### src/rtl/ipd_pkg.sv
// ----------------------------------------------------------------------------
// ipd_pkg
// Shared types and constants of the isolated pixel detector.
// ----------------------------------------------------------------------------
package ipd_pkg;

  localparam int MAX_WIDTH_DEF = 1024;
  localparam int MAX_HEIGHT    = 4096;

  localparam int WIDTH_W  = 11;
  localparam int HEIGHT_W = 13;
  localparam int ROW_W    = 12;

  localparam int PADDR_W     = 3;
  localparam int PDATA_W     = 32;
  localparam int REG_SEL_BIT = 2;

  localparam logic [WIDTH_W-1:0]  WIDTH_RST  = 11'd1024;
  localparam logic [HEIGHT_W-1:0] HEIGHT_RST = 13'd1024;

  typedef enum logic {
    REG_IMAGE_WIDTH  = 1'b0,
    REG_IMAGE_HEIGHT = 1'b1
  } reg_idx_t;

  typedef struct packed {
    logic sat;
    logic pix;
  } line_entry_t;

endpackage

### src/rtl/ipd_ram.sv
// ----------------------------------------------------------------------------
// ipd_ram
// Generic single-write, single-read RAM with registered read data.
// ----------------------------------------------------------------------------
module ipd_ram #(
  parameter int WIDTH = 2,
  parameter int DEPTH = 1024
) (
  input  logic                     clk,
  input  logic                     we,
  input  logic [$clog2(DEPTH)-1:0] waddr,
  input  logic [WIDTH-1:0]         wdata,
  input  logic                     re,
  input  logic [$clog2(DEPTH)-1:0] raddr,
  output logic [WIDTH-1:0]         rdata
);

  logic [WIDTH-1:0] mem [DEPTH];

  always_ff @(posedge clk) begin
    if (we) begin
      mem[waddr] <= wdata;
    end
    if (re) begin
      rdata <= mem[raddr];
    end
  end

endmodule

### src/rtl/isolated_pixel_detector.sv
// ----------------------------------------------------------------------------
// isolated_pixel_detector
// Checks a binary raster image for black pixels without a black 4-neighbour.
//
// Pixels enter on the in_ channel (valid/ready), one per transaction, in
// raster order; 1 is black. Frame size comes from the image_width and
// image_height registers on the APB port (byte addresses 0 and 4); a write
// restarts the frame. Pixels outside the frame count as white.
// On the last pixel of a frame one transaction leaves on the out_ channel:
// out_ok is 1 when no black pixel of the frame was isolated.
// Throughput is one pixel per clock while in_ready is high, set by the single
// write and single read port of the line store. The last pixel is registered
// in the check stage, and its result is then registered onto the out_ channel.
// Reset sets both dimensions to 1024 and clears counters and flags; the line
// store is not cleared, since each entry read was written in the row before.
// While a result waits, pixels are still accepted; only the last pixel of the
// next frame holds in the check stage, and in_ready drops, until out_ready.
// ----------------------------------------------------------------------------
module isolated_pixel_detector
  import ipd_pkg::*;
#(
  parameter int MAX_WIDTH = MAX_WIDTH_DEF
) (
  input  logic               clk,
  input  logic               rst_n,
  input  logic               in_valid,
  output logic               in_ready,
  input  logic               in_pixel,
  output logic               out_valid,
  input  logic               out_ready,
  output logic               out_ok,
  input  logic               psel,
  input  logic               penable,
  input  logic               pwrite,
  input  logic [PADDR_W-1:0] paddr,
  input  logic [PDATA_W-1:0] pwdata,
  output logic [PDATA_W-1:0] prdata,
  output logic               pready
);

  localparam int COL_W  = $clog2(MAX_WIDTH);
  localparam int WEFF_W = $clog2(MAX_WIDTH + 1);
  localparam int WC_W   = (WEFF_W > WIDTH_W) ? WEFF_W : WIDTH_W;
  localparam logic [WC_W-1:0]     MAXW_C = WC_W'(MAX_WIDTH);
  localparam logic [HEIGHT_W-1:0] MAXH_C = HEIGHT_W'(MAX_HEIGHT);

  logic [WIDTH_W-1:0]  image_width_r, image_width_nxt;
  logic [HEIGHT_W-1:0] image_height_r, image_height_nxt;

  logic [COL_W-1:0] col_count_r, col_count_nxt;
  logic [ROW_W-1:0] row_count_r, row_count_nxt;

  logic             s1_valid_r, s1_valid_nxt;
  logic             s1_pix_r;
  logic [COL_W-1:0] s1_col_r;
  logic             s1_first_row_r, s1_last_row_r, s1_first_col_r, s1_last_col_r;

  logic             lw_pix_r, lw_pix_nxt, lw_sat_r, lw_sat_nxt;
  logic             fail_flag_r, fail_flag_nxt;

  logic             pend_valid_r, pend_valid_nxt;
  logic [COL_W-1:0] pend_addr_r;
  logic             pend_pix_r, pend_sat_r, pend_open_r;

  logic             byp_hit_r, byp_hit_nxt;
  line_entry_t      byp_data_r;

  logic             out_valid_r, out_valid_nxt;
  logic             out_ok_r;

  logic [WC_W-1:0]     width_ext, w_eff;
  logic [HEIGHT_W-1:0] h_eff;
  logic [COL_W-1:0]    last_col_idx;
  logic [ROW_W-1:0]    last_row_idx;
  logic                at_last_col, at_last_row;

  logic        cfg_wr, in_fire, s1_fire, s1_hold, frame_end;
  logic        pend_hit, up, us, lp, ls, sat, fail_now;
  line_entry_t up_e, ram_rdata, ram_wdata;
  logic        ram_we;

  assign pready = 1'b1;
  assign cfg_wr = psel & penable & pwrite & pready;

  always_comb begin
    case (reg_idx_t'(paddr[REG_SEL_BIT]))
      REG_IMAGE_WIDTH:  prdata = PDATA_W'(image_width_r);
      REG_IMAGE_HEIGHT: prdata = PDATA_W'(image_height_r);
      default:          prdata = '0;
    endcase
  end

  always_comb begin
    image_width_nxt  = image_width_r;
    image_height_nxt = image_height_r;
    if (cfg_wr) begin
      case (reg_idx_t'(paddr[REG_SEL_BIT]))
        REG_IMAGE_WIDTH:  image_width_nxt  = pwdata[WIDTH_W-1:0];
        REG_IMAGE_HEIGHT: image_height_nxt = pwdata[HEIGHT_W-1:0];
        default: ;
      endcase
    end
  end

  assign width_ext = WC_W'(image_width_r);

  always_comb begin
    if (width_ext == '0) begin
      w_eff = WC_W'(1);
    end else if (width_ext > MAXW_C) begin
      w_eff = MAXW_C;
    end else begin
      w_eff = width_ext;
    end
    if (image_height_r == '0) begin
      h_eff = HEIGHT_W'(1);
    end else if (image_height_r > MAXH_C) begin
      h_eff = MAXH_C;
    end else begin
      h_eff = image_height_r;
    end
  end

  assign last_col_idx = COL_W'(w_eff - WC_W'(1));
  assign last_row_idx = ROW_W'(h_eff - HEIGHT_W'(1));
  assign at_last_col  = (col_count_r == last_col_idx);
  assign at_last_row  = (row_count_r == last_row_idx);

  // check stage
  assign frame_end = s1_last_row_r & s1_last_col_r;
  assign s1_hold   = s1_valid_r & frame_end & out_valid_r & ~out_ready;
  assign s1_fire   = s1_valid_r & ~s1_hold;
  assign in_ready  = ~s1_hold;
  assign in_fire   = in_valid & in_ready;

  assign pend_hit = pend_valid_r & (pend_addr_r == s1_col_r);

  always_comb begin
    if (pend_hit) begin
      up_e = '{sat: pend_sat_r, pix: pend_pix_r};
    end else if (byp_hit_r) begin
      up_e = byp_data_r;
    end else begin
      up_e = ram_rdata;
    end
  end

  assign up  = ~s1_first_row_r & up_e.pix;
  assign us  = up_e.sat;
  assign lp  = ~s1_first_col_r & lw_pix_r;
  assign ls  = lw_sat_r;
  assign sat = up | lp;

  assign fail_now = (up & ~(us | s1_pix_r))
                  | (s1_last_row_r & lp & ~(ls | s1_pix_r))
                  | (frame_end & s1_pix_r & ~sat);

  assign ram_we    = s1_fire & pend_valid_r;
  assign ram_wdata = '{sat: pend_sat_r | (pend_open_r & s1_pix_r), pix: pend_pix_r};

  ipd_ram #(
    .WIDTH ($bits(line_entry_t)),
    .DEPTH (MAX_WIDTH)
  ) u_line_store (
    .clk   (clk),
    .we    (ram_we),
    .waddr (pend_addr_r),
    .wdata (ram_wdata),
    .re    (in_fire),
    .raddr (col_count_r),
    .rdata (ram_rdata)
  );

  always_comb begin
    col_count_nxt  = col_count_r;
    row_count_nxt  = row_count_r;
    s1_valid_nxt   = s1_valid_r;
    lw_pix_nxt     = lw_pix_r;
    lw_sat_nxt     = lw_sat_r;
    fail_flag_nxt  = fail_flag_r;
    pend_valid_nxt = pend_valid_r;
    byp_hit_nxt    = byp_hit_r;
    out_valid_nxt  = out_valid_r;

    if (out_ready) begin
      out_valid_nxt = 1'b0;
    end
    if (s1_fire) begin
      s1_valid_nxt   = 1'b0;
      pend_valid_nxt = 1'b1;
      fail_flag_nxt  = frame_end ? 1'b0 : (fail_flag_r | fail_now);
      lw_pix_nxt     = s1_last_col_r ? 1'b0 : s1_pix_r;
      lw_sat_nxt     = s1_last_col_r ? 1'b0 : sat;
      if (frame_end) begin
        out_valid_nxt = 1'b1;
      end
    end
    if (in_fire) begin
      s1_valid_nxt = 1'b1;
      byp_hit_nxt  = ram_we & (pend_addr_r == col_count_r);
      if (at_last_col) begin
        col_count_nxt = '0;
        row_count_nxt = at_last_row ? '0 : row_count_r + ROW_W'(1);
      end else begin
        col_count_nxt = col_count_r + COL_W'(1);
      end
    end
    if (cfg_wr) begin
      col_count_nxt  = '0;
      row_count_nxt  = '0;
      lw_pix_nxt     = 1'b0;
      lw_sat_nxt     = 1'b0;
      fail_flag_nxt  = 1'b0;
      pend_valid_nxt = 1'b0;
    end
  end

  always_ff @(posedge clk) begin
    if (!rst_n) begin
      image_width_r  <= WIDTH_RST;
      image_height_r <= HEIGHT_RST;
      col_count_r    <= '0;
      row_count_r    <= '0;
      s1_valid_r     <= 1'b0;
      lw_pix_r       <= 1'b0;
      lw_sat_r       <= 1'b0;
      fail_flag_r    <= 1'b0;
      pend_valid_r   <= 1'b0;
      byp_hit_r      <= 1'b0;
      out_valid_r    <= 1'b0;
    end else begin
      image_width_r  <= image_width_nxt;
      image_height_r <= image_height_nxt;
      col_count_r    <= col_count_nxt;
      row_count_r    <= row_count_nxt;
      s1_valid_r     <= s1_valid_nxt;
      lw_pix_r       <= lw_pix_nxt;
      lw_sat_r       <= lw_sat_nxt;
      fail_flag_r    <= fail_flag_nxt;
      pend_valid_r   <= pend_valid_nxt;
      byp_hit_r      <= byp_hit_nxt;
      out_valid_r    <= out_valid_nxt;
    end
  end

  always_ff @(posedge clk) begin
    if (in_fire) begin
      s1_pix_r       <= in_pixel;
      s1_col_r       <= col_count_r;
      s1_first_row_r <= (row_count_r == '0);
      s1_last_row_r  <= at_last_row;
      s1_first_col_r <= (col_count_r == '0);
      s1_last_col_r  <= at_last_col;
      byp_data_r     <= ram_wdata;
    end
    if (s1_fire) begin
      pend_addr_r <= s1_col_r;
      pend_pix_r  <= s1_pix_r;
      pend_sat_r  <= sat;
      pend_open_r <= ~s1_last_col_r;
      if (frame_end) begin
        out_ok_r <= ~(fail_flag_r | fail_now);
      end
    end
  end

  assign out_valid = out_valid_r;
  assign out_ok    = out_ok_r;

endmodule

### config.mk
export PLATFORM = sky130hd
export DESIGN_NAME = isolated_pixel_detector
export DESIGN_NICKNAME = d
export VERILOG_FILES = /design/src/rtl/ipd_pkg.sv /design/src/rtl/ipd_ram.sv /design/src/rtl/isolated_pixel_detector.sv
export SDC_FILE = /design/constraint.sdc
export NUM_CORES = 2
export LEC_CHECK = 0
export BUFFER_PORTS_ARGS = -buffer_cell sky130_fd_sc_hd__buf_2
export CAP_MARGIN = 30
export CELL_PAD_IN_SITES_DETAIL_PLACEMENT = 0
export CELL_PAD_IN_SITES_GLOBAL_PLACEMENT = 2
export CORE_MARGIN = 3
export CORE_UTILIZATION = 45
export CTS_CLUSTER_DIAMETER = 50
export DETAILED_ROUTE_END_ITERATION = 6
export HOLD_SLACK_MARGIN = 0.05
export MAX_ROUTING_LAYER = met4
export PLACE_DENSITY = 0.77
export SLEW_MARGIN = 10
export SYNTH_ARGS = -nofsm -noshare
export SYNTH_HDL_FRONTEND = slang
export SYNTH_SLANG_ARGS = --single-unit
export TNS_END_PERCENT = 30
### constraint.sdc
create_clock -name clk -period 20.1 [get_ports clk]
set_clock_uncertainty 0.05 [all_clocks]
set_input_delay 5.025 -clock clk [delete_from_list [all_inputs] [get_ports clk]]
set_output_delay 5.025 -clock clk [all_outputs]
set_load 0.05 [all_outputs]
==> out/metrics.cfg <==
[floorplan]
io_pins=79
die_x_um=448
die_h_um=448
num_rows=161
coreArea_mm2=0.194
start_util=0.455
die-area_mm2=0.201

[worst_setup_path]
cp_slowest_cell=mux2_2
crit_family=buffers and inverters
rrSetupSlack_ps=13720
reg2regPathDepth=11
cp_max_fo=17
end_kind=output port
arrival_ps=5890
crit_chain=buf_2 -> mux2_2 -> buf_2
crit_cells=3
critPathMostFrequentCell=buf_2
reg2reg_from=col_count_r[0]
crit_start=paddr[2]
r2r-end=u_line_store.rdata[1]
critPathMaxStageDelay_ps=380
startpoint_type=input port
required_ps=15030
critPathBufInv=2
worstSetupPathType=input port to output port

[grt]
grt_pass1_wl_um=355000
grtUsageMet2=0.397
grt_usage=0.256
grt_max_degree=247
antenna_found_initial=11
grt_pass1_vias=48600
busiest_layer=met2
met1_usage=0.355
use_met3=0.0394
grt_remaining_overflow=0

[sta]
tns_ps=0
fin_crit_ps=10960
worst_slew_pin_slew_ps=1150
slew_headroom=0.235
holdWs_ps=401
clock.fmax_mhz=91.2
hold_viol=0
setup_viol=0
rsz0062_at_grt=no
drv_slew=0
fin_ws_ps=9140
finalCritPeriodShare=0.545

[worst_hold_path]
min-delay-start=lw_pix_r
holdPathEnd=lw_pix_r
hold_class=register to register
whs_path_depth=2

[drt]
drt_iter0_drc=6448
wl_per_cell_um=31.1
firstDrtPassIters=6
dr_total_vias=48800
route.antenna.remaining_nets=0
drc_errors=0
viasPerCell=6.09
routed_wl_um=249000

[yosys]
synth_edf_count=2081
synth_area_leaders=edfxtp_1, mux4_2, nor2_1
yosysTopAreaCellShare=0.710
yosysSeqAreaShare=0.722
async_flop_share=0
syn_area_per_cell_um2=16.9
synth.distinct_cells=76
yosysWarnings=0
synth_flop_cell=edfxtp_1
synth_top_area_cell=edfxtp_1
ys_ff_latch=2134
synthCells=5217
netlist_area_mm2=0.0881

[place]
io_buffer_count=37
globalplace.congestion=0.832
pre_cts_ws_ps=9130
dpl.hpwl_um=142000

[status]
outcome=finished clean

[layout]
multi_input_area_mm2=0.0228
final_layout_size_suffix_gt1_frac=0.207
syn_to_final_growth_pct=11.9
register_area_mm2=0.0636
final_common_cell=edfxtp_1
fin_util=0.509
layout_common_cells=edfxtp_1, nor2_1, mux4_2
nets=5259
fill_cells=15800

[clock_network]
cts_hold_buf=0
cts.clk_slew.worst_paths_ps=60
clk_latency_ps=860
cts_tree=built
cts_max_level=4
cts_buffer_depth=3
cts-root-buf=clkbuf_16
cts_buffers=217
post-cts-setup-buffers=0
cts_resized=0
clock_sinks=2134

[run]
cap_violations=0

[pwr]
ir_drop_mv=0.0801
pwr_density_cell_mw_per_mm2=94.1
p_leak_uw=0.0296

## worst min-delay path: cells and delay by family (launching register included)
kind | cells | cell delay (ps)
compound gates | 1 | 50
flops | 1 | 310
simple gates | 1 | 50
## where the power goes
| part | internal, uW | total [uW] | switching, uW |
|---|---|---|---|
| registers | 4870 | 4890 | 13.3 |
| clock network | 2220 | 3930 | 1710 |
| logic | 191 | 453 | 262 |
## final cells by class
cell class	count	area share
timing repair buffer	197	0.0194
antenna	4	0.000102
multi-input combinational	2636	0.231
sequential	2134	0.645
tap	2608	0.0331
clock inverter	127	0.0118
inverter	24	0.000965
clock buffer	278	0.0581
## state kept, by name, indices dropped and copies added, names as in the netlist, 2 cells and up
register            count
byp_data_r              2
col_count_r            10
image_height_r         13
image_width_r          11
pend_addr_r            10
row_count_r            12
s1_col_r               10
u_line_store.mem     2048
u_line_store.rdata      2
## per-layer routing
metal / wire length (um) / vias to the layer above
met4: 7500 / 0
met1: 101000 / 25800
met5: 0 / -
met3: 21400 / 402
li1: - / 20300
met2: 119000 / 2360
## through the flow
stage	cell area, um^2	total power [uW]	cells
after CTS	98200	9330	7990
after floorplan	88100	5360	5235
final	98500	9270	8008
after global placement	90900	5430	7563
after global routing	98500	9530	8007
after detailed placement	91300	5430	7585
## kinds of logic (layout without fill, tap and decap cells)
logic type               after synthesis  count (layout)  synth area share
adder cells (fa/ha/maj)                6               6          0.000853
AND/OR/NAND/NOR                     1562            1562            0.0725
AO/OA/AOI/OAI                        330             330            0.0258
other                                  2              24         0.0000853
flip-flops                          2134            2134             0.722
multiplexers                         662             662             0.151
XOR/XNOR                              56              56           0.00557
buffers and inverters                465             626            0.0223
## cell usage after synthesis, drive strengths merged, types with 10 or more instances
cell type	n
nand4	17
a21oi	58
a21boi	26
nand3	48
a22oi	44
a221oi	11
mux2	21
nand2	240
o21ai	45
a31oi	18
mux2i	109
buf	145
or3	10
a211oi	14
dfxtp	53
nor2	1100
o22ai	24
nor2b	15
xnor2	41
xor2	15
mux4	532
nor4	21
clkbuf	296
nor3	46
inv	20
edfxtp	2081
o211ai	14
nor3b	15
## worst max path at each step
stage               endpoint  slack (ps)
2_1_floorplan  byp_data_r[0]        5310
3_3_place_gp       prdata[9]        9140
3_5_place_dp       prdata[9]        9130
4_1_cts            prdata[9]        9130
5_1_grt            prdata[8]        9090
6_report           prdata[9]        9140
No activity file was read; power rests on OpenSTA's default activity.
